File: config.mk
export PLATFORM = sky130hd
export DESIGN_NAME = step_pulse_motion_sequencer_unit_flat
export DESIGN_NICKNAME = d
export VERILOG_FILES = /design/src/design/spms_pkg.sv /design/src/design/spms_if.sv /design/src/design/spms_fifo.sv /design/src/design/spms_div.sv /design/src/design/spms_front.sv /design/src/design/spms_back.sv /design/src/design/step_pulse_motion_sequencer_unit.sv /design/src/flat_wrapper.sv
export SDC_FILE = /design/constraint.sdc
export NUM_CORES = 1
export LEC_CHECK = 0
export CORE_AREA = 2 2 297 211
export DETAILED_ROUTE_END_ITERATION = 16
export DIE_AREA = 0 0 299 213
export DONT_BUFFER_PORTS = 1
export HOLD_SLACK_MARGIN = 0.08
export PLACE_DENSITY = 0.51
export SKIP_CTS_REPAIR_TIMING = 1
export SLEW_MARGIN = 20
export SYNTH_ARGS = -nofsm -noshare
export SYNTH_HDL_FRONTEND = slang
export SYNTH_HIERARCHICAL = 1
export SYNTH_SLANG_ARGS = --single-unit
export TNS_END_PERCENT = 30
File: constraint.sdc
create_clock -name clk -period 6.1 [get_ports clk]
set_input_delay 0.305 -clock clk [delete_from_list [all_inputs] [get_ports clk]]
set_output_delay 0.305 -clock clk [all_outputs]
set_load 0.05 [all_outputs]
File: src/design/spms_pkg.sv
// Shared types, codes and helpers for the step pulse motion sequencer.
package spms_pkg;

  localparam int COUNT_BITS = 16;
  localparam logic [COUNT_BITS-1:0] COUNT_MASK = '1;

  localparam int ARG_BITS = 16;
  localparam int AMOUNT_BITS = 15;
  localparam int DIV_BITS = 15;
  localparam int DIV_CNT_BITS = $clog2(DIV_BITS);

  localparam int QUEUE_DEPTH = 4;
  localparam int QPTR_BITS = $clog2(QUEUE_DEPTH);

  localparam logic [AMOUNT_BITS-1:0] SPEED_NUMERATOR_RESET = 15'd20250;
  localparam logic [AMOUNT_BITS-1:0] APPROACH_LIMIT_RESET = 15'd10000;
  localparam logic [AMOUNT_BITS-1:0] HALF_PERIOD_RESET = 15'd20;
  localparam logic [AMOUNT_BITS-1:0] RETRACT_RESET = 15'd2500;
  localparam logic [AMOUNT_BITS-1:0] START_RETRACT_RESET = 15'd1000;

  // Configuration register indexes.
  localparam logic CFG_SPEED_NUMERATOR = 1'b0;
  localparam logic CFG_APPROACH_LIMIT = 1'b1;

  // Command codes.
  localparam logic [3:0] OP_TICK = 4'd0;
  localparam logic [3:0] OP_MOVE = 4'd1;
  localparam logic [3:0] OP_OSCILLATE = 4'd2;
  localparam logic [3:0] OP_APPROACH = 4'd3;
  localparam logic [3:0] OP_APPROACH_RETRACT_ARG = 4'd4;
  localparam logic [3:0] OP_APPROACH_RETRACT_STORED = 4'd5;
  localparam logic [3:0] OP_RETRACT_START = 4'd6;
  localparam logic [3:0] OP_SET_SPEED = 4'd7;
  localparam logic [3:0] OP_SET_RETRACT = 4'd8;
  localparam logic [3:0] OP_SET_START_RETRACT = 4'd9;
  localparam logic [3:0] OP_STATUS = 4'd10;
  localparam logic [3:0] OP_VERSION = 4'd11;

  // Reply codes.
  localparam logic [2:0] REPLY_NONE = 3'd0;
  localparam logic [2:0] REPLY_DONE = 3'd1;
  localparam logic [2:0] REPLY_READY = 3'd2;
  localparam logic [2:0] REPLY_VERSION = 3'd3;
  localparam logic [2:0] REPLY_BUSY = 3'd4;

  typedef enum logic [2:0] {
    K_TICK,
    K_MOTION,
    K_SET_SPEED,
    K_SET_RETRACT,
    K_SET_START,
    K_STATUS,
    K_VERSION,
    K_IGNORE
  } kind_t;

  typedef struct packed {
    kind_t                  kind;
    logic [3:0]             op;
    logic                   touch;
    logic                   dir;
    logic                   arg_pos;
    logic [ARG_BITS-1:0]    mag;
    logic [AMOUNT_BITS-1:0] pos;
  } queue_entry_t;

  function automatic logic [COUNT_BITS-1:0] sat_count(input logic [ARG_BITS-1:0] v);
    logic [31:0] w;
    w = 32'(v);
    if (w > 32'(COUNT_MASK)) begin
      return COUNT_MASK;
    end
    return COUNT_BITS'(w);
  endfunction

endpackage

File: src/design/spms_if.sv
// Command and result channel interfaces of the motion sequencer.
interface spms_cmd_if;
  logic                 valid;
  logic                 ready;
  logic [3:0]           op;
  logic signed [15:0]   argument;
  logic                 touch_contact;

  modport source(output valid, op, argument, touch_contact, input ready);
  modport sink(input valid, op, argument, touch_contact, output ready);
endinterface

interface spms_rsp_if;
  logic       valid;
  logic       ready;
  logic       ccw_level;
  logic       cw_level;
  logic [2:0] reply;
  logic [3:0] reply_command;
  logic       busy_res;

  modport source(output valid, ccw_level, cw_level, reply, reply_command, busy_res,
                 input ready);
  modport sink(input valid, ccw_level, cw_level, reply, reply_command, busy_res,
               output ready);
endinterface

File: src/design/spms_fifo.sv
// Short queue of decoded items between the front and the back.
module spms_fifo (
  input  logic                  clk,
  input  logic                  rst,
  input  logic                  push,
  input  spms_pkg::queue_entry_t wr_data,
  output logic                  full,
  input  logic                  pop,
  output spms_pkg::queue_entry_t rd_data,
  output logic                  empty
);

  spms_pkg::queue_entry_t mem [spms_pkg::QUEUE_DEPTH];
  logic [spms_pkg::QPTR_BITS-1:0] wr_ptr;
  logic [spms_pkg::QPTR_BITS-1:0] rd_ptr;
  logic [spms_pkg::QPTR_BITS:0]   count;

  assign full = (count == (spms_pkg::QPTR_BITS+1)'(spms_pkg::QUEUE_DEPTH));
  assign empty = (count == '0);
  assign rd_data = mem[rd_ptr];

  always_ff @(posedge clk) begin
    if (push) begin
      mem[wr_ptr] <= wr_data;
    end
  end

  always_ff @(posedge clk) begin
    if (rst) begin
      wr_ptr <= '0;
      rd_ptr <= '0;
      count <= '0;
    end else begin
      if (push) begin
        wr_ptr <= wr_ptr + 1'b1;
      end
      if (pop) begin
        rd_ptr <= rd_ptr + 1'b1;
      end
      if (push && !pop) begin
        count <= count + 1'b1;
      end else if (pop && !push) begin
        count <= count - 1'b1;
      end
    end
  end

endmodule

File: src/design/spms_div.sv
// Restoring divider for the half period, one quotient bit per cycle.
module spms_div (
  input  logic                          clk,
  input  logic                          rst,
  input  logic                          start,
  input  logic [spms_pkg::DIV_BITS-1:0] dividend,
  input  logic [spms_pkg::DIV_BITS-1:0] divisor,
  output logic                          done,
  output logic [spms_pkg::DIV_BITS-1:0] quotient
);

  logic                              active;
  logic [spms_pkg::DIV_CNT_BITS-1:0] count;
  logic [spms_pkg::DIV_BITS-1:0]     rem;
  logic [spms_pkg::DIV_BITS-1:0]     quo;
  logic [spms_pkg::DIV_BITS-1:0]     dsr;
  logic [spms_pkg::DIV_BITS:0]       shifted;
  logic                              fits;

  assign shifted = {rem, quo[spms_pkg::DIV_BITS-1]};
  assign fits = (shifted >= {1'b0, dsr});
  assign quotient = quo;

  always_ff @(posedge clk) begin
    if (start) begin
      quo <= dividend;
      rem <= '0;
      dsr <= divisor;
    end else if (active) begin
      quo <= {quo[spms_pkg::DIV_BITS-2:0], fits};
      if (fits) begin
        rem <= spms_pkg::DIV_BITS'(shifted - {1'b0, dsr});
      end else begin
        rem <= spms_pkg::DIV_BITS'(shifted);
      end
    end
  end

  always_ff @(posedge clk) begin
    if (rst) begin
      active <= 1'b0;
      count <= '0;
      done <= 1'b0;
    end else begin
      done <= 1'b0;
      if (start) begin
        active <= 1'b1;
        count <= '0;
      end else if (active) begin
        count <= count + 1'b1;
        if (count == spms_pkg::DIV_CNT_BITS'(spms_pkg::DIV_BITS - 1)) begin
          active <= 1'b0;
          done <= 1'b1;
        end
      end
    end
  end

endmodule

File: src/design/spms_front.sv
// Front end: accepts command transactions and classifies them for the queue.
module spms_front (
  spms_cmd_if.sink               cmd,
  input  logic                   full,
  output logic                   push,
  output spms_pkg::queue_entry_t entry
);

  logic [15:0] arg_bits;
  logic        arg_pos;

  assign arg_bits = cmd.argument;
  assign arg_pos = !arg_bits[15] && (arg_bits != '0);

  assign cmd.ready = !full;
  assign push = cmd.valid && !full;

  always_comb begin
    entry.op = cmd.op;
    entry.touch = cmd.touch_contact;
    entry.arg_pos = arg_pos;
    entry.dir = !arg_pos;
    entry.mag = arg_bits[15] ? (~arg_bits + 16'd1) : arg_bits;
    entry.pos = arg_pos ? arg_bits[14:0] : '0;
    case (cmd.op)
      spms_pkg::OP_TICK:                    entry.kind = spms_pkg::K_TICK;
      spms_pkg::OP_MOVE,
      spms_pkg::OP_OSCILLATE,
      spms_pkg::OP_APPROACH,
      spms_pkg::OP_APPROACH_RETRACT_ARG,
      spms_pkg::OP_APPROACH_RETRACT_STORED,
      spms_pkg::OP_RETRACT_START:           entry.kind = spms_pkg::K_MOTION;
      spms_pkg::OP_SET_SPEED:               entry.kind = spms_pkg::K_SET_SPEED;
      spms_pkg::OP_SET_RETRACT:             entry.kind = spms_pkg::K_SET_RETRACT;
      spms_pkg::OP_SET_START_RETRACT:       entry.kind = spms_pkg::K_SET_START;
      spms_pkg::OP_STATUS:                  entry.kind = spms_pkg::K_STATUS;
      spms_pkg::OP_VERSION:                 entry.kind = spms_pkg::K_VERSION;
      default:                              entry.kind = spms_pkg::K_IGNORE;
    endcase
  end

endmodule

File: src/design/spms_back.sv
// Back end: runs the pulse sequencer state and registers each result.
module spms_back (
  input  logic                   clk,
  input  logic                   rst,
  input  logic                   cfg_write,
  input  logic                   cfg_index,
  input  logic [14:0]            cfg_data,
  input  logic                   empty,
  input  spms_pkg::queue_entry_t item,
  output logic                   pop,
  spms_rsp_if.source             rsp
);

  typedef enum logic [1:0] {
    ST_RUN = 2'b01,
    ST_DIV = 2'b10
  } state_t;

  state_t state, state_next;

  logic [14:0] speed_numerator;
  logic [14:0] approach_limit;

  logic [3:0]                      run_mode, run_mode_next;
  logic                            leg_index, leg_index_next;
  logic                            pulse_direction, pulse_direction_next;
  logic                            pulse_high_phase, pulse_high_phase_next;
  logic [spms_pkg::COUNT_BITS-1:0] pulses_left, pulses_left_next;
  logic [spms_pkg::COUNT_BITS-1:0] second_leg_pulses, second_leg_pulses_next;
  logic [14:0]                     phase_timer, phase_timer_next;
  logic [14:0]                     half_period, half_period_next;
  logic [14:0]                     retract_amount, retract_amount_next;
  logic [14:0]                     start_retract_amount, start_retract_amount_next;

  logic        out_valid;
  logic        load_out;
  logic [2:0]  reply;
  logic [3:0]  reply_cmd;
  logic        div_start;
  logic        div_done;
  logic [14:0] div_quotient;
  logic        do_advance;
  logic        busy_next;
  logic        high_next;
  logic [14:0] hp_eff;
  logic [15:0] timer_inc;

  spms_div u_div (
    .clk      (clk),
    .rst      (rst),
    .start    (div_start),
    .dividend (speed_numerator),
    .divisor  (item.pos),
    .done     (div_done),
    .quotient (div_quotient)
  );

  assign pop = (state == ST_RUN) && !empty && (!out_valid || rsp.ready);
  assign hp_eff = (half_period == '0) ? 15'd1 : half_period;
  assign timer_inc = {1'b0, phase_timer} + 16'd1;

  always_comb begin
    state_next = state;
    run_mode_next = run_mode;
    leg_index_next = leg_index;
    pulse_direction_next = pulse_direction;
    pulse_high_phase_next = pulse_high_phase;
    pulses_left_next = pulses_left;
    second_leg_pulses_next = second_leg_pulses;
    phase_timer_next = phase_timer;
    half_period_next = half_period;
    retract_amount_next = retract_amount;
    start_retract_amount_next = start_retract_amount;
    reply = spms_pkg::REPLY_NONE;
    reply_cmd = '0;
    load_out = 1'b0;
    div_start = 1'b0;
    do_advance = 1'b0;

    if (state == ST_DIV) begin
      if (div_done) begin
        half_period_next = (div_quotient == '0) ? 15'd1 : div_quotient;
        reply = spms_pkg::REPLY_DONE;
        reply_cmd = spms_pkg::OP_SET_SPEED;
        load_out = 1'b1;
        state_next = ST_RUN;
      end
    end else if (pop) begin
      load_out = 1'b1;
      if (item.kind == spms_pkg::K_TICK) begin
        if (run_mode != '0) begin
          if (timer_inc >= {1'b0, hp_eff}) begin
            phase_timer_next = '0;
            if (pulse_high_phase) begin
              pulse_high_phase_next = 1'b0;
            end else begin
              if (pulses_left != '0) begin
                pulses_left_next = pulses_left - 1'b1;
              end
              // Touch ends only the first leg of an approach command.
              if (!leg_index && item.touch &&
                  (run_mode == spms_pkg::OP_APPROACH ||
                   run_mode == spms_pkg::OP_APPROACH_RETRACT_ARG ||
                   run_mode == spms_pkg::OP_APPROACH_RETRACT_STORED)) begin
                pulses_left_next = '0;
              end
              do_advance = 1'b1;
            end
          end else begin
            phase_timer_next = timer_inc[14:0];
          end
        end
      end else if (item.kind != spms_pkg::K_IGNORE && run_mode != '0) begin
        reply = spms_pkg::REPLY_BUSY;
        reply_cmd = item.op;
      end else begin
        case (item.kind)
          spms_pkg::K_MOTION: begin
            leg_index_next = 1'b0;
            second_leg_pulses_next = '0;
            if (item.op == spms_pkg::OP_MOVE || item.op == spms_pkg::OP_OSCILLATE) begin
              pulse_direction_next = item.dir;
              pulses_left_next = spms_pkg::sat_count(item.mag);
              if (item.op == spms_pkg::OP_OSCILLATE) begin
                second_leg_pulses_next = spms_pkg::sat_count(item.mag);
              end
            end else if (item.op == spms_pkg::OP_RETRACT_START) begin
              pulse_direction_next = 1'b1;
              pulses_left_next = spms_pkg::sat_count({1'b0, start_retract_amount});
            end else begin
              pulse_direction_next = 1'b0;
              pulses_left_next = spms_pkg::sat_count({1'b0, approach_limit});
              if (item.op == spms_pkg::OP_APPROACH_RETRACT_ARG) begin
                second_leg_pulses_next = spms_pkg::sat_count({1'b0, item.pos});
              end else if (item.op == spms_pkg::OP_APPROACH_RETRACT_STORED) begin
                second_leg_pulses_next = spms_pkg::sat_count({1'b0, retract_amount});
              end
            end
            run_mode_next = item.op;
            do_advance = 1'b1;
          end
          spms_pkg::K_SET_SPEED: begin
            if (item.arg_pos) begin
              load_out = 1'b0;
              div_start = 1'b1;
              state_next = ST_DIV;
            end else begin
              half_period_next = 15'd1;
              reply = spms_pkg::REPLY_DONE;
              reply_cmd = item.op;
            end
          end
          spms_pkg::K_SET_RETRACT: begin
            retract_amount_next = item.pos;
            reply = spms_pkg::REPLY_DONE;
            reply_cmd = item.op;
          end
          spms_pkg::K_SET_START: begin
            start_retract_amount_next = item.pos;
            reply = spms_pkg::REPLY_DONE;
            reply_cmd = item.op;
          end
          spms_pkg::K_STATUS: begin
            reply = spms_pkg::REPLY_READY;
            reply_cmd = item.op;
          end
          spms_pkg::K_VERSION: begin
            reply = spms_pkg::REPLY_VERSION;
            reply_cmd = item.op;
          end
          default: begin
          end
        endcase
      end

      // Start the next pulse, switch to the second leg, or finish the motion.
      if (do_advance) begin
        if (pulses_left_next != '0) begin
          pulse_high_phase_next = 1'b1;
          phase_timer_next = '0;
        end else if (!leg_index_next && second_leg_pulses_next != '0) begin
          leg_index_next = 1'b1;
          pulse_direction_next = !pulse_direction_next;
          pulses_left_next = second_leg_pulses_next;
          second_leg_pulses_next = '0;
          pulse_high_phase_next = 1'b1;
          phase_timer_next = '0;
        end else begin
          reply = spms_pkg::REPLY_DONE;
          reply_cmd = run_mode_next;
          run_mode_next = '0;
          pulse_high_phase_next = 1'b0;
          phase_timer_next = '0;
          leg_index_next = 1'b0;
        end
      end
    end

    busy_next = (run_mode_next != '0);
    high_next = busy_next && pulse_high_phase_next;
  end

  always_ff @(posedge clk) begin
    if (load_out) begin
      rsp.ccw_level <= high_next && !pulse_direction_next;
      rsp.cw_level <= high_next && pulse_direction_next;
      rsp.reply <= reply;
      rsp.reply_command <= reply_cmd;
      rsp.busy_res <= busy_next;
    end
  end

  assign rsp.valid = out_valid;

  always_ff @(posedge clk) begin
    if (rst) begin
      state <= ST_RUN;
      out_valid <= 1'b0;
      speed_numerator <= spms_pkg::SPEED_NUMERATOR_RESET;
      approach_limit <= spms_pkg::APPROACH_LIMIT_RESET;
      run_mode <= '0;
      leg_index <= 1'b0;
      pulse_direction <= 1'b0;
      pulse_high_phase <= 1'b0;
      pulses_left <= '0;
      second_leg_pulses <= '0;
      phase_timer <= '0;
      half_period <= spms_pkg::HALF_PERIOD_RESET;
      retract_amount <= spms_pkg::RETRACT_RESET;
      start_retract_amount <= spms_pkg::START_RETRACT_RESET;
    end else begin
      state <= state_next;
      if (load_out) begin
        out_valid <= 1'b1;
      end else if (rsp.ready) begin
        out_valid <= 1'b0;
      end
      if (cfg_write) begin
        case (cfg_index)
          spms_pkg::CFG_SPEED_NUMERATOR: speed_numerator <= cfg_data;
          spms_pkg::CFG_APPROACH_LIMIT:  approach_limit <= cfg_data;
          default: begin
          end
        endcase
      end
      run_mode <= run_mode_next;
      leg_index <= leg_index_next;
      pulse_direction <= pulse_direction_next;
      pulse_high_phase <= pulse_high_phase_next;
      pulses_left <= pulses_left_next;
      second_leg_pulses <= second_leg_pulses_next;
      phase_timer <= phase_timer_next;
      half_period <= half_period_next;
      retract_amount <= retract_amount_next;
      start_retract_amount <= start_retract_amount_next;
    end
  end

  a_no_pop_while_dividing: assert property (@(posedge clk) disable iff (rst)
    (state == ST_DIV) |-> !pop)
    else $error("queue popped while the divider is running");

  a_div_done_in_div_state: assert property (@(posedge clk) disable iff (rst)
    div_done |-> (state == ST_DIV))
    else $error("divider finished outside of a speed update");

  a_idle_pins_low: assert property (@(posedge clk) disable iff (rst)
    (run_mode == '0) |-> !pulse_high_phase)
    else $error("pulse high phase held with no motion running");

  a_second_leg_cleared: assert property (@(posedge clk) disable iff (rst)
    leg_index |-> (second_leg_pulses == '0))
    else $error("second leg count left over after the leg switch");

  a_half_period_nonzero: assert property (@(posedge clk) disable iff (rst)
    half_period != '0)
    else $error("half period became zero");

endmodule

File: src/design/step_pulse_motion_sequencer_unit.sv
// Top level of the step pulse motion sequencer.
//
// The cmd channel takes one transaction per command or per 1 us tick (op 0),
// with a signed argument and the needle touch level. The rsp channel gives
// exactly one result transaction per command transaction: the cw and ccw
// step pin levels after that item, a reply code with the op it concerns,
// and the busy flag of the running motion.
// The front end classifies each command and places it in a four-entry queue;
// the back end retires one queued item per cycle into the result register
// while rsp is not stalled and no speed division runs. A command passes
// through the queue and then the result register before its result is valid.
// A set-speed command with a positive argument holds the back end until the
// 15-step restoring divider is done, and only then loads its result.
// When rsp is stalled the result register holds, the back end stops, and
// cmd keeps accepting until the queue is full.
// Configuration writes (index 0 speed numerator, index 1 approach limit)
// take effect on the next cycle and belong in idle periods.
// Synchronous reset empties the queue, drops any result, stops motion and
// restores the default speed and retract amounts; pin levels are not reset.
module step_pulse_motion_sequencer_unit (
  input  logic        clk,
  input  logic        rst,
  input  logic        cfg_write,
  input  logic        cfg_index,
  input  logic [14:0] cfg_data,
  spms_cmd_if.sink    cmd,
  spms_rsp_if.source  rsp
);

  spms_pkg::queue_entry_t push_entry;
  spms_pkg::queue_entry_t pop_entry;
  logic                   push;
  logic                   pop;
  logic                   full;
  logic                   empty;

  spms_front u_front (
    .cmd   (cmd),
    .full  (full),
    .push  (push),
    .entry (push_entry)
  );

  spms_fifo u_fifo (
    .clk     (clk),
    .rst     (rst),
    .push    (push),
    .wr_data (push_entry),
    .full    (full),
    .pop     (pop),
    .rd_data (pop_entry),
    .empty   (empty)
  );

  spms_back u_back (
    .clk       (clk),
    .rst       (rst),
    .cfg_write (cfg_write),
    .cfg_index (cfg_index),
    .cfg_data  (cfg_data),
    .empty     (empty),
    .item      (pop_entry),
    .pop       (pop),
    .rsp       (rsp)
  );

endmodule
File: src/flat_wrapper.sv
// flat-port wrapper written by rule: the top's interface ports become plain ports
module step_pulse_motion_sequencer_unit_flat 
  (clk, rst, cfg_write, cfg_index, cfg_data, cmd_valid, cmd_op, cmd_argument, cmd_touch_contact, cmd_ready, rsp_valid, rsp_ccw_level, rsp_cw_level, rsp_reply, rsp_reply_command, rsp_busy_res, rsp_ready);
  spms_cmd_if cmd_i ();
  spms_rsp_if rsp_i ();
  input  logic clk;
  input  logic rst;
  input  logic cfg_write;
  input  logic cfg_index;
  input  logic [14:0] cfg_data;
  input wire logic [$bits(cmd_i.valid)-1:0] cmd_valid;
  input wire logic [$bits(cmd_i.op)-1:0] cmd_op;
  input wire logic [$bits(cmd_i.argument)-1:0] cmd_argument;
  input wire logic [$bits(cmd_i.touch_contact)-1:0] cmd_touch_contact;
  output wire logic [$bits(cmd_i.ready)-1:0] cmd_ready;
  output wire logic [$bits(rsp_i.valid)-1:0] rsp_valid;
  output wire logic [$bits(rsp_i.ccw_level)-1:0] rsp_ccw_level;
  output wire logic [$bits(rsp_i.cw_level)-1:0] rsp_cw_level;
  output wire logic [$bits(rsp_i.reply)-1:0] rsp_reply;
  output wire logic [$bits(rsp_i.reply_command)-1:0] rsp_reply_command;
  output wire logic [$bits(rsp_i.busy_res)-1:0] rsp_busy_res;
  input wire logic [$bits(rsp_i.ready)-1:0] rsp_ready;
  assign cmd_i.valid = cmd_valid;
  assign cmd_i.op = cmd_op;
  assign cmd_i.argument = cmd_argument;
  assign cmd_i.touch_contact = cmd_touch_contact;
  assign cmd_ready = cmd_i.ready;
  assign rsp_valid = rsp_i.valid;
  assign rsp_ccw_level = rsp_i.ccw_level;
  assign rsp_cw_level = rsp_i.cw_level;
  assign rsp_reply = rsp_i.reply;
  assign rsp_reply_command = rsp_i.reply_command;
  assign rsp_busy_res = rsp_i.busy_res;
  assign rsp_i.ready = rsp_ready;
  step_pulse_motion_sequencer_unit u_core (.clk(clk), .rst(rst), .cfg_write(cfg_write), .cfg_index(cfg_index), .cfg_data(cfg_data), .cmd(cmd_i), .rsp(rsp_i));
endmodule
==> Yosys cells after proc, flatten, opt, wreduce, memory -nomap -nowiden <==
Memory sizes are Yosys's and may differ from the RTL's. A register that Yosys moved wholly into a read port is not among the register bits.
Cells that the tools add are included.
{ "op_classes": {"mux": 141, "n_reduce_logical": 58, "bitwise_logic": 6, "eq_ne": 23, "add_sub_neg": 9, "order_cmp": 2} }
{ "op_table": {"columns": ["op", "n"], "rows": [
  ["$mux 16", 25],
  ["$mux 15", 21],
  ["$mux 4", 16],
  ["$reduce_bool 16->1", 4],
  ["$mux 1", 58],
  ["$ge 16x15->1", 2],
  ["$logic_not 15->1", 2],
  ["$mux 3", 10],
  ["$eq 4x3->1 const B", 5],
  ["$mux 2", 9],
  ["$add 15x1->16 const B", 1],
  ["$add 16x1->16 const B", 1],
  ["$not 16->16", 1],
  ["$reduce_bool 2->1", 8],
  ["$sub 16x1->16 const B", 1],
  ["$sub 15x15->15", 1],
  ["$logic_and 1x1->1", 13],
  ["$eq 3x3->1 const B", 4],
  ["$reduce_and 6->1", 2],
  ["$logic_not 1->1", 11],
  ["$reduce_and 5->1", 2],
  ["$eq 4x2->1 const B", 2],
  ["$pmux 2 s4", 1],
  ["$pmux 4 s2", 1],
  ["22 further kinds", 38]
]} }
{ "word_totals": {"input_bits": 42, "elab_cells": 269, "n_memories": 2, "romBits": 48, "ram_bits": 164, "out_inout_bits": 12, "register_bits": 200} }
{ "memory_table": {"columns": ["memory", "words", "width", "rd", "rd_clocked_by_memory_dff", "wr", "line", "text"], "rows": [
  ["u_core.u_fifo.mem", 4, 41, 1, 1, 1, "spms_fifo.sv:13", "spms_pkg::queue_entry_t mem [spms_pkg::QUEUE_DEPTH];"],
  ["(name not given)", 16, 3, 1, 0, 0, "spms_front.sv:25", "case (cmd.op)"]
]} }

==> Logic depth before layout (Yosys ltp) <==
Gate-level depths: netlist of run 1.
{ "depth": {"word_depth": 20, "depth_mapped": 19} }

==> By module <==
The synthesis of run 1 kept the hierarchy.
{ "by_module_without_submodules": {"columns": ["module", "area_per_inst_um2", "n_inst", "cells_per_inst", "seq_area_each_um2"], "rows": [
  ["spms_back", 8166.6, 1, 1082, 2942.8],
  ["spms_fifo", 6396.1, 1, 259, 5104.9],
  ["spms_div", 2852.7, 1, 279, 1321.3],
  ["spms_front", 643.1, 1, 86, 0.0]
]} }

==> Worst setup path after synthesis of run 1 <==
OpenSTA, ideal clock, no wires.
{ "synth_path": {"path_type": "reg2reg", "from": "register with a tool-made name", "to": "register u_core.u_back.u_div.quo, in the netlist u_core/u_back/u_div/quotient[0], enable pin", "path_stages_with_launch": 10, "synth_period_minus_slack_ps": 4693, "path_slack_ps": 1407, "required_time_ps": 5741, "t_arrival_ps": 4334, "setup_ps": 359, "cell_sequence": "dfxtp_1 -> buf_6 -> buf_12 -> mux4_2 -> clkbuf_1 -> nand2b_1 -> nor4_1 -> buf_1 -> nor2_1 -> inv_1"} }
{ "synth_lines": {"columns": ["element", "line", "text"], "rows": [
  ["end signal, assigned", "spms_div.sv:26", "quo <= dividend;"],
  ["end signal, assigned", "spms_div.sv:30", "quo <= {quo[spms_pkg::DIV_BITS-2:0], fits};"],
  ["end, declared", "spms_div.sv:15", "logic [spms_pkg::DIV_BITS-1:0] quo;"]
]} }

==> Final worst setup path of run 1 <==
{ "layout_path": {"from": "register u_core.u_back.phase_timer[0]", "to": "register u_core.u_back.rsp.ccw_level (data pin)"} }
{ "layout_via": {"elab_chain_len": 15, "word_cells_on_any_way": 32} }
{ "layout_lines": {"columns": ["element", "line", "text"], "rows": [
  ["start, declared", "spms_back.sv:30", "logic [14:0] phase_timer, phase_timer_next;"],
  ["start signal, assigned", "spms_back.sv:252", "phase_timer <= phase_timer_next;"],
  ["$add 15x1->16 (*)", "spms_back.sv:60", "assign timer_inc = {1'b0, phase_timer} + 16'd1;"],
  ["$ge 16x15->1 (*)", "spms_back.sv:92", "if (timer_inc >= {1'b0, hp_eff}) begin"],
  ["$mux 16", "spms_back.sv:92", null],
  ["$mux 16", "spms_back.sv:91", "if (run_mode != '0) begin"],
  ["$mux 16", "spms_back.sv:90", "if (item.kind == spms_pkg::K_TICK) begin"],
  ["$mux 16", "spms_back.sv:88", "end else if (pop) begin"],
  ["$mux 16", "spms_back.sv:80", "if (state == ST_DIV) begin"],
  ["$reduce_bool 16->1", "spms_back.sv:178", "if (pulses_left_next != '0) begin"],
  ["$mux 4", "spms_back.sv:178", null],
  ["$mux 4", "spms_back.sv:177", "if (do_advance) begin"],
  ["$mux 4", "spms_back.sv:88", null],
  ["$mux 4", "spms_back.sv:80", null],
  ["$reduce_bool 4->1", "spms_back.sv:199", "busy_next = (run_mode_next != '0);"],
  ["$logic_and 1x1->1", "spms_back.sv:200", "high_next = busy_next && pulse_high_phase_next;"],
  ["$logic_and 1x1->1 (*)", "spms_back.sv:205", "rsp.ccw_level <= high_next && !pulse_direction_next;"],
  ["end signal, assigned", "spms_back.sv:205", null],
  ["end, declared", "spms_if.sv:22", "modport source(output valid, ccw_level, cw_level, reply, reply_command, busy_res,"]
]} }
Every way passes the cells marked *; elsewhere a longest branch is shown, timed or not. The select of a mux whose other input is x is not followed.
A chain may end at the register's enable or synchronous reset.

==> impl_summary.log, run 1 <==
[metrics] status: finished clean
[metrics] Critical Setup Path Class: register to register
[metrics] post-route antenna net violation count: 0
[metrics] netlist area before placement: 18100 um^2
[metrics] number of failing hold endpoints at the final stage: 0
[metrics] Post-Synthesis Net Count: 1792
[metrics] synthesized netlist cell count: 1706
[metrics] DIE WIDTH: 299 um
[metrics] synth-to-layout area growth: 13.4%
[metrics] DRC Markers: 0
[metrics] met3 wirelength from detailed routing: 4270 um
[metrics] Die Height: 213 um
[metrics] Port Buffer Count: 0
[metrics] number of vias per cell after detailed routing: 5.28
[metrics] power density relative to cell area: 457 nW/um^2
[metrics] IO Count: 54
[metrics] Slew Limit Fails: 0
[metrics] number of flip-flops and latches in the synthesized netlist: 366
[metrics] Total Die Area: 63700 um^2
[metrics] H-tree depth: 2
[metrics] Seq. cell area: 9370 um^2
[metrics] reported max-cap violation count: 0
[metrics] Total Negative Setup Slacks: 0 ns
[metrics] clock tree root buffer cell: sky130_fd_sc_hd__clkbuf_16
[metrics] cell type with the highest occurrence count on the critical path: sky130_fd_sc_hd__ha_1
[metrics] initial antenna violation count: 0
[metrics] pin count of the biggest net entering global routing: 143
[metrics] number of diodes: 0
[metrics] largest fanout on the critical path: 15
[metrics] Most used DFF post-synth: sky130_fd_sc_hd__edfxtp_1
[metrics] Wirelength per Cell: 20.6 um
[metrics] sinks on the clock net: 366
[metrics] nets@finish: 1792
[metrics] buffers from clock root to sink, at most: 3
[metrics] total length of routed wires: 52700 um
[metrics] Arr. time, crit path: 5.81 ns
[metrics] Slew HR: 0.360
[metrics] launching element type of the critical path: register
[metrics] number of cells in the finished layout apart from fillers: 2553
[metrics] worst-case setup slack after placement: 0.762 ns
[metrics] list of cells traversed by the critical path: ha_1, and2_0, and3_1, nand3_1, nor2_1, xor2_1, ha_1, a221oi_2, o21a_1, o21ai_0, a222oi_1, nand4_1, nor4_4, and2_4, o31a_1, nor3b_1
[metrics] Leakage: 6.93 nW
[metrics] via count of the first global-routing pass: 12.7k
[metrics] met2 routed wirelength: 20800 um
[metrics] top layer in use: met4
[metrics] GRT Total Usage: 0.161
[metrics] grt total ovfl: 0
[metrics] number of enable-type register cells in the synthesized netlist: 204
[metrics] achievable clock frequency: 0.184 GHz
[metrics] later-pin clock latency in the skew report: 0.56 ns
[metrics] TritonCTS clock tree: built
[metrics] Hold WC Path Type: input pin to register
[metrics] number of fillers in the final layout: 6192
[metrics] minimum clock period after layout: 5.43 ns
[metrics] Post-Synthesis Mean Instance Area: 10.6 um^2
[metrics] initial core utilization: 0.297
[metrics] largest clock skew in the final design: 0.0310 ns
[metrics] fraction of the yosys area taken by sequential cells: 0.519
[metrics] Core Area: 60900 um^2
[metrics] M1 wire length: 26700 um
[metrics] minimum setup slack in the final design: 0.673 ns
[metrics] endpoint required time on the critical path: 6.49 ns
[metrics] sort of element at the end of the critical path: register
[metrics] Cells after DPL: 2447
[metrics] endpoints failing setup: 0
[metrics] Reg clk slew, reported paths: 0.06 ns
[metrics] fraction of the cycle the final worst path needs: 0.890
[metrics] fraction of final layout cells with drive strength greater than 1: 0.113
[metrics] worst hold slack: 0.0721 ns
[metrics] area of the multi-input gates: 7930 um^2
[metrics] number of violations reported at the end of detailed-routing iteration 0: 1410
[metrics] routability congestion estimate: 0.892
[metrics] HPWL after DPL: 36000 um
[metrics] first-pass detailed-route iteration total: 5
[metrics] max incr delay on CP: 0.59 ns
[metrics] unrepaired setup endpoints after global routing: no
[metrics] crit path max-delay cell type: sky130_fd_sc_hd__o21a_1
[metrics] first-pass GRT wire length: 79400 um
[metrics] via count: 13.5k
[metrics] number of buffers inserted during clock tree synthesis: 37
[metrics] number of warning messages in the yosys log: 6
[metrics] Distinct cells, synth: 92
[metrics] slew of the pin with the lowest slew margin: 0.958 ns
[metrics] Async S/R FF share, synth: 0
[metrics] final core utilization: 0.337
[metrics] worst-case vdd ir drop: 0.222 mV
[metrics] Row Count: 76
## synth_stat cells (all sizes together), types with 7 or more instances
cell,instances,area share
a21oi,130,0.037
dfxtp,162,0.18
or3,12,0.0042
mux2,16,0.010
nor2,154,0.032
o21a,10,0.0042
o2111ai,7,0.0037
nand2,226,0.047
o31ai,12,0.0058
a311oi,18,0.0087
xnor2,30,0.015
nor2b,24,0.0083
edfxtp,204,0.34
xor2,12,0.0058
o22ai,8,0.0028
buf,41,0.018
nand3,50,0.014
nand2b,15,0.0052
and2,22,0.0078
nand4,13,0.0045
mux4,41,0.051
a221oi,7,0.0041
a211oi,22,0.0094
nor4b,7,0.0034
o21ai,44,0.012
o41ai,7,0.0057
nand3b,29,0.012
ha,42,0.029
inv,60,0.012
clkbuf,68,0.014
nor3,30,0.0086
mux2i,17,0.0094
nor4,19,0.0082
a31oi,31,0.011
or4,9,0.0046
a22oi,24,0.010
## worst paths after layout
path                                                          to  slack, ns                              from  depth (start not counted)
worst max-delay path                 u_core/u_back/rsp.ccw_level       0.67      u_core/u_back/phase_timer[0]                         16
worst min-delay path            u_core/u_back/speed_numerator[2]       0.07                         cfg_index                          3
worst max register to register       u_core/u_back/rsp.ccw_level       0.67      u_core/u_back/phase_timer[0]                         16
worst min register to register  u_core/u_back/speed_numerator[2]       0.46  u_core/u_back/speed_numerator[2]                          2
## routing by layer
metal | GRT usage | vias to the layer above
li1 | - | 6313
met1 | 0.252 | 6646
met2 | 0.217 | 447
met3 | 0.0440 | 66
met4 | 0.0326 | 0
met5 | 0 | -
## layout make-up
type / count / share of cell area
inverters: 60 / 0.0110
flip-flops and latches: 366 / 0.458
repair buffers: 70 / 0.0313
clock buffers: 49 / 0.0494
multi-input cells: 1171 / 0.387
clock inverters: 18 / 0.0135
well taps: 819 / 0.0500
## registers in the layout, summed over array words and instances, names as in the netlist, 3 cells and up, named ones only
signal                              count
u_core/u_back/second_leg_pulses        16
u_core/u_back/u_div/rem                15
u_core/u_back/u_div/dsr                15
u_core/u_back/retract_amount           15
u_core/u_back/half_period              15
u_core/u_back/rsp.reply_command         4
u_core/u_back/u_div/count               4
u_core/u_back/phase_timer              15
u_core/u_back/start_retract_amount     15
u_core/u_fifo/mem                     164
u_core/u_back/rsp.reply                 3
u_core/u_fifo/count                     3
u_core/u_back/speed_numerator          15
u_core/u_back/pulses_left              16
u_core/u_back/approach_limit           15
u_core/u_back/run_mode                  4
u_core/u_back/u_div/quotient           15
## power breakdown
part	internal, mW	switching [mW]
registers	3.03	0.407
clock network	1.44	1.02
logic	1.19	2.28
total	5.66	3.70
## cells in the final DEF (no fill, tap or decap), drive strengths merged, types with 7 or more instances in the layout
master and n:
or3 12, inv 62, nand4 13, or4 9
nor4b 7, o21a 10, nor2 154, o41ai 7
a31oi 31, dfxtp 162, nand2b 15, mux2 16
xnor2 30, nand2 226, a22oi 24, nand3 50
a211oi 22, o31ai 12, buf 32, o21ai 44
nor3 30, clkbuf 49, nor2b 24, ha 42
mux2i 17, and2 22, mux4 41, a221oi 7
xor2 12, dlygate4sd3 38, o2111ai 7, nor4 19
clkinv 9, nand3b 29, o22ai 8, a311oi 18
a21oi 130, edfxtp 204
## worst max-delay path, delay by kind of cell, from the launching register on
family | cells | cell delay, ns
AND/OR/NAND/NOR | 8 | 2.23
AO/OA/AOI/OAI | 5 | 1.79
adder cells (fa/ha/maj) | 2 | 0.58
flip-flops | 1 | 0.45
XOR/XNOR | 1 | 0.23
## through the flow
step / area, um^2 / total power [mW]
6_report: 20500 / 9.37
5_1_grt: 20500 / 9.87
4_1_cts: 20100 / 9.33
3_5_place_dp: 18800 / 6.86
3_3_place_gp: 18800 / 6.85
2_1_floorplan: 18100 / 5.82
## kinds of logic (layout without fill, tap and decap cells)
kind of cell | count (synthesis) | after routing | synth area share
buf+inv | 169 | 197 | 0.0448
flops | 366 | 366 | 0.519
xor+xnor | 42 | 42 | 0.0204
compound gates | 375 | 375 | 0.142
simple gates | 636 | 636 | 0.172
mux | 74 | 74 | 0.0707
fa+ha+maj | 44 | 44 | 0.0313
(Power assumes the default switching activity.)
==> run 2: changes to the inputs <==
--- a/config.mk
+++ b/config.mk
@@ -5,12 +5,13 @@
 export SDC_FILE = /design/constraint.sdc
 export NUM_CORES = 1
 export LEC_CHECK = 0
-export CORE_AREA = 2 2 297 211
+export CORE_AREA = 2 2 218 156
 export DETAILED_ROUTE_END_ITERATION = 16
-export DIE_AREA = 0 0 299 213
+export DIE_AREA = 0 0 220 158
 export DONT_BUFFER_PORTS = 1
 export HOLD_SLACK_MARGIN = 0.08
-export PLACE_DENSITY = 0.51
+export MAX_ROUTING_LAYER = met4
+export PLACE_DENSITY = 0.79
 export SKIP_CTS_REPAIR_TIMING = 1
 export SLEW_MARGIN = 20
 export SYNTH_ARGS = -nofsm -noshare
==> impl_summary.log, run 2 (synthesis results as in run 1) <==
[metrics] status: finished clean
[metrics] GRT Total Usage: 0.280
[metrics] r2r startpoint: u_core/u_back/phase_timer[2]
[metrics] commonest non-fill, non-tap cell in the layout: sky130_fd_sc_hd__nand2_1
[metrics] launching element type of the critical path: register
[metrics] number of buffers inserted during clock tree synthesis: 36
[metrics] later-pin clock latency in the skew report: 0.55 ns
[metrics] final std cell area, no fill: 19800 um^2
[metrics] pin count of the biggest net entering global routing: 143
[metrics] unrepaired setup endpoints after global routing: no
[metrics] initial antenna violation count: 0
[metrics] synth-to-layout area growth: 9.81%
[metrics] area of the multi-input gates: 7930 um^2
[metrics] initial core utilization: 0.551
[metrics] Worst Reg2Reg Path Length in Cells: 17
[metrics] Die Height: 158 um
[metrics] nets@finish: 1787
[metrics] register containing the most flip-flops in the final layout: u_core/u_fifo/mem
[metrics] Slew HR: 0.258
[metrics] achievable clock frequency: 0.182 GHz
[metrics] terminating pin of the worst hold path: u_core/u_fifo/mem[2][13]
[metrics] Area after DPL: 18300 um^2
[metrics] IO Count: 54
[metrics] worst hold slack: 0.0729 ns
[metrics] routability congestion estimate: 0.980
[metrics] sort of element at the end of the critical path: register
[metrics] biggest regs: u_core/u_fifo/mem x164, u_core/u_back/pulses_left x16, u_core/u_back/second_leg_pulses x16
[metrics] via count: 13.7k
[metrics] H-tree depth: 2
[metrics] post-route antenna net violation count: 0
[metrics] Arr. time, crit path: 5.86 ns
[metrics] flip-flop count of the largest register after layout: 164
[metrics] number of failing hold endpoints at the final stage: 0
[metrics] fraction of the cycle the final worst path needs: 0.900
[metrics] largest fanout on the critical path: 15
[metrics] Total Die Area: 34800 um^2
[metrics] number of fillers in the final layout: 2668
[metrics] Cells on Worst Hold Path: 1
[metrics] DIE WIDTH: 220 um
[metrics] sinks on the clock net: 366
[metrics] fraction of final layout cells with drive strength greater than 1: 0.109
[metrics] power density relative to cell area: 454 nW/um^2
[metrics] number of vias per cell after detailed routing: 6.33
[metrics] first-pass detailed-route iteration total: 6
[metrics] Wirelength per Cell: 22.0 um
[metrics] first-pass GRT wire length: 72600 um
[metrics] Leakage: 6.86 nW
[metrics] largest clock skew in the final design: 0.0176 ns
[metrics] slew of the pin with the lowest slew margin: 1.11 ns
[metrics] Cells after DPL: 2060
[metrics] Port Buffer Count: 0
[metrics] endpoints failing setup: 0
[metrics] number of violations reported at the end of detailed-routing iteration 0: 1571
[metrics] Critical Setup Path Class: register to register
[metrics] setup slack on the worst flop-to-flop path: 0.61 ns
[metrics] Slew Limit Fails: 0
[metrics] minimum clock period after layout: 5.49 ns
[metrics] number of cells in the finished layout apart from fillers: 2164
[metrics] number of diodes: 0
[metrics] Pwr Total: 9.00 mW
[metrics] endpoint required time on the critical path: 6.47 ns
[metrics] Reg clk slew, reported paths: 0.06 ns
[metrics] worst reg2reg path endpoint: u_core/u_back/rsp.ccw_level
[metrics] TritonCTS clock tree: built
[metrics] Seq. cell area: 9370 um^2
[metrics] commonest non-fill, non-tap cells in the layout: sky130_fd_sc_hd__nand2_1, sky130_fd_sc_hd__edfxtp_1, sky130_fd_sc_hd__dfxtp_1, sky130_fd_sc_hd__nor2_1, sky130_fd_sc_hd__a21oi_1
[metrics] Row Count: 56
[metrics] Core Area: 32800 um^2
[metrics] startpoint of the lowest-slack hold path: cmd_argument[13]
[metrics] reported max-cap violation count: 0
[metrics] via count of the first global-routing pass: 12.6k
[metrics] Hold WC Path Type: input pin to register
[metrics] worst-case vdd ir drop: 0.273 mV
[metrics] clock tree root buffer cell: sky130_fd_sc_hd__clkbuf_16
[metrics] total length of routed wires: 47600 um
[metrics] buffers from clock root to sink, at most: 3
[metrics] grt total ovfl: 0
[metrics] HPWL after DPL: 31900 um
[metrics] DRC Markers: 0
[metrics] Total Negative Setup Slacks: 0 ns
## run 2: critical path, cell delays in order, from the launching register on
cell and delay, ns:
sky130_fd_sc_hd__dfxtp_1 0.43, sky130_fd_sc_hd__and4_1 0.28, sky130_fd_sc_hd__and4_1 0.30, sky130_fd_sc_hd__and3_1 0.24
sky130_fd_sc_hd__nand3_1 0.11, sky130_fd_sc_hd__xnor2_1 0.23, sky130_fd_sc_hd__ha_1 0.30, sky130_fd_sc_hd__a21oi_1 0.17
sky130_fd_sc_hd__o21a_1 0.17, sky130_fd_sc_hd__o311a_1 0.25, sky130_fd_sc_hd__o21a_1 0.54, sky130_fd_sc_hd__o21ai_0 0.23
sky130_fd_sc_hd__a222oi_1 0.58, sky130_fd_sc_hd__nand4_1 0.26, sky130_fd_sc_hd__nor4_4 0.48, sky130_fd_sc_hd__and2_4 0.33
sky130_fd_sc_hd__o31a_1 0.21, sky130_fd_sc_hd__nor3b_1 0.21
## run 2: layout make-up
cell class              count  area share
well taps                 435      0.0274
repair buffers             66      0.0307
clock inverters            16     0.00852
inverters                  60      0.0114
clock buffers              50      0.0496
flip-flops and latches    366       0.473
multi-input cells        1171       0.400
## run 2: through the flow
| stage | setup WS [ns] | util |
|---|---|---|
| 3_3_place_gp | 0.944 | 0.557 |
| 3_5_place_dp | 0.776 | 0.557 |
| 6_report | 0.611 | 0.605 |
| 2_1_floorplan | 1.41 | - |
| 4_1_cts | 0.735 | 0.593 |
| 5_1_grt | 0.267 | 0.605 |
## run 2: routing by layer
metal / global-route usage / share of wire / wire, um
met1: 0.412 / 0.45 / 21500
met2: 0.392 / 0.42 / 20100
met5: - / 0 / 0
met4: 0.0652 / 0.022 / 1070
met3: 0.0655 / 0.10 / 4890
## run 2: worst max-delay path by stage
stage | from | end | slack [ns] | depth (start not counted)
after global routing | u_core/u_back/phase_timer[0] | u_core/u_back/rsp.busy_res | 0.27 | 17
after CTS | u_core/u_back/phase_timer[2] | u_core/u_back/rsp.ccw_level | 0.73 | 17
after global placement | u_core/u_back/phase_timer[0] | u_core/u_back/rsp.ccw_level | 0.94 | 16
final | u_core/u_back/phase_timer[2] | u_core/u_back/rsp.ccw_level | 0.61 | 17
after floorplan | register | u_core/u_back/u_div/quotient[0] | 1.41 | 9
after detailed placement | u_core/u_back/phase_timer[2] | u_core/u_back/rsp.ccw_level | 0.78 | 17
## run 2: where the power goes
part / internal, mW / switching [mW] / total (mW) / leakage [nW]
sequential: 3.03 / 0.389 / 3.42 / 3.21
combinational: 1.19 / 2.18 / 3.37 / 3.09
clock: 1.23 / 0.970 / 2.20 / 0.563
==> run 3: changes to the inputs <==
--- a/config.mk
+++ b/config.mk
@@ -5,9 +5,10 @@
 export SDC_FILE = /design/constraint.sdc
 export NUM_CORES = 1
 export LEC_CHECK = 0
-export CORE_AREA = 2 2 218 156
+export CORE_AREA = 4 4 220 158
+export CTS_CLUSTER_DIAMETER = 60
 export DETAILED_ROUTE_END_ITERATION = 16
-export DIE_AREA = 0 0 220 158
+export DIE_AREA = 0 0 224 162
 export DONT_BUFFER_PORTS = 1
 export HOLD_SLACK_MARGIN = 0.08
 export MAX_ROUTING_LAYER = met4
==> impl_summary.log, run 3 (synthesis results as in run 1) <==
[metrics] slew of the pin with the lowest slew margin: 1.09 ns
[metrics] Critical Setup Path Class: register to register
[metrics] fraction of the cycle the final worst path needs: 0.899
[metrics] number of diodes: 0
[metrics] commonest non-fill, non-tap cells in the layout: sky130_fd_sc_hd__nand2_1, sky130_fd_sc_hd__edfxtp_1, sky130_fd_sc_hd__dfxtp_1, sky130_fd_sc_hd__nor2_1, sky130_fd_sc_hd__a21oi_1
[metrics] met3 wirelength from detailed routing: 5410 um
[metrics] fraction of final layout cells with drive strength greater than 1: 0.114
[metrics] GRT Total Usage: 0.270
[metrics] worst hold slack: 0.0775 ns
[metrics] via count of the first global-routing pass: 13.0k
[metrics] HPWL after DPL: 33200 um
[metrics] minimum clock period after layout: 5.48 ns
[metrics] synth-to-layout area growth: 10.3%
[metrics] met2 routed wirelength: 21800 um
[metrics] achievable clock frequency: 0.182 GHz
[metrics] worst-case vdd ir drop: 0.309 mV
[metrics] Reg clk slew, reported paths: 0.07 ns
[metrics] reported max-cap violation count: 0
[metrics] M1 wire length: 21100 um
[metrics] top layer in use: met4
[metrics] Slew HR: 0.273
[metrics] initial antenna violation count: 0
[metrics] grt total ovfl: 0
[metrics] launching element type of the critical path: register
[metrics] Hold WC Path Type: input pin to register
[metrics] Core Area: 32900 um^2
[metrics] buffers from clock root to sink, at most: 3
[metrics] Total Die Area: 36300 um^2
[metrics] sort of element at the end of the critical path: register
[metrics] first-pass GRT wire length: 75000 um
[metrics] DRC Markers: 0
[metrics] Seq. cell area: 9370 um^2
[metrics] number of buffers inserted during clock tree synthesis: 38
[metrics] Total Negative Setup Slacks: 0 ns
[metrics] unrepaired setup endpoints after global routing: no
[metrics] Port Buffer Count: 0
[metrics] register containing the most flip-flops in the final layout: u_core/u_fifo/mem
[metrics] flip-flop count of the largest register after layout: 164
[metrics] nets@finish: 1788
[metrics] later-pin clock latency in the skew report: 0.55 ns
[metrics] worst-case setup slack after placement: 0.666 ns
[metrics] Die Height: 162 um
[metrics] Wirelength per Cell: 22.7 um
[metrics] Slew Limit Fails: 0
[metrics] clock tree root buffer cell: sky130_fd_sc_hd__clkbuf_16
[metrics] largest clock skew in the final design: 0.0190 ns
[metrics] number of vias per cell after detailed routing: 6.38
[metrics] via count: 13.8k
[metrics] Row Count: 56
[metrics] minimum setup slack in the final design: 0.618 ns
[metrics] Leakage: 6.89 nW
[metrics] IO Count: 54
[metrics] number of violations reported at the end of detailed-routing iteration 0: 1731
[metrics] total length of routed wires: 49200 um
[metrics] number of failing hold endpoints at the final stage: 0
[metrics] power density relative to cell area: 461 nW/um^2
[metrics] DIE WIDTH: 224 um
[metrics] H-tree depth: 2
[metrics] area of the multi-input gates: 7930 um^2
[metrics] largest fanout on the critical path: 16
[metrics] initial core utilization: 0.550
[metrics] sinks on the clock net: 366
[metrics] post-route antenna net violation count: 0
[metrics] endpoint required time on the critical path: 6.51 ns
[metrics] endpoints failing setup: 0
[metrics] Arr. time, crit path: 5.90 ns
[metrics] routability congestion estimate: 0.974
[metrics] first-pass detailed-route iteration total: 6
[metrics] status: finished clean
[metrics] biggest regs: u_core/u_fifo/mem x164, u_core/u_back/pulses_left x16, u_core/u_back/second_leg_pulses x16
[metrics] pin count of the biggest net entering global routing: 143
[metrics] TritonCTS clock tree: built
[metrics] commonest non-fill, non-tap cell in the layout: sky130_fd_sc_hd__nand2_1
[metrics] number of fillers in the final layout: 2609
-- run 3: cell types whose count changed in the layout (fill, tap and decap cells not counted), moves of 3 or more --
cell and delta:
sky130_fd_sc_hd__clkinvlp_4 +3, sky130_fd_sc_hd__clkbuf_1 -3, sky130_fd_sc_hd__clkbuf_8 -3, sky130_fd_sc_hd__clkinv_2 +3
sky130_fd_sc_hd__inv_6 +4
-- run 3: area by class of cell --
class / count / area share
clock buffers: 46 / 0.0493
clock inverters: 24 / 0.0130
inverters: 60 / 0.0113
multi-input cells: 1171 / 0.398
flip-flops and latches: 366 / 0.471
well taps: 435 / 0.0273
repair buffers: 65 / 0.0302
-- run 3: metrics by stage --
| stage | power [mW] | util | area, um^2 | instances |
|---|---|---|---|---|
| floorplan | 5.82 | - | 18100 | 1706 |
| global placement | 6.66 | 0.556 | 18300 | 2058 |
| detailed placement | 6.73 | 0.556 | 18300 | 2060 |
| CTS | 9.10 | 0.594 | 19500 | 2130 |
| global route | 9.63 | 0.606 | 19900 | 2167 |
| finish | 9.19 | 0.606 | 19900 | 2167 |
-- run 3: critical path: stages, from the launching register on --
cell                       delay (ns)
sky130_fd_sc_hd__dfxtp_1         0.46
sky130_fd_sc_hd__ha_1            0.28
sky130_fd_sc_hd__and2_0          0.30
sky130_fd_sc_hd__and3_1          0.22
sky130_fd_sc_hd__nand3_1         0.15
sky130_fd_sc_hd__nor2_1          0.17
sky130_fd_sc_hd__xor2_1          0.22
sky130_fd_sc_hd__ha_1            0.29
sky130_fd_sc_hd__a221oi_2        0.36
sky130_fd_sc_hd__o21a_1          0.55
sky130_fd_sc_hd__nor2_1          0.23
sky130_fd_sc_hd__a221oi_1        0.53
sky130_fd_sc_hd__nand4_1         0.22
sky130_fd_sc_hd__nor4_4          0.44
sky130_fd_sc_hd__nand3_2         0.42
sky130_fd_sc_hd__buf_4           0.29
sky130_fd_sc_hd__a31oi_1         0.16
sky130_fd_sc_hd__nor2_1          0.06
-- run 3: final timing paths --
path | cells after the start | endpoint | slack, ns | start
max | 17 | u_core/u_back/second_leg_pulses[6] | 0.62 | u_core/u_back/phase_timer[0]
min | 2 | u_core/u_fifo/mem[2][16] | 0.08 | cmd_argument[15]
max reg2reg | 17 | u_core/u_back/second_leg_pulses[6] | 0.62 | u_core/u_back/phase_timer[0]
min reg2reg | 2 | u_core/u_back/retract_amount[0] | 0.46 | u_core/u_back/retract_amount[0]
-- run 3: routing by layer --
metal	vias up	track usage
li1	6312	-
met1	6729	0.387
met2	713	0.393
met3	82	0.0708
met4	0	0.0549
met5	-	-
-- run 3: power breakdown --
group / switching (mW) / total, mW / internal (mW)
sequential: 0.390 / 3.43 / 3.03
combinational: 2.23 / 3.42 / 1.19
clock: 1.00 / 2.34 / 1.34
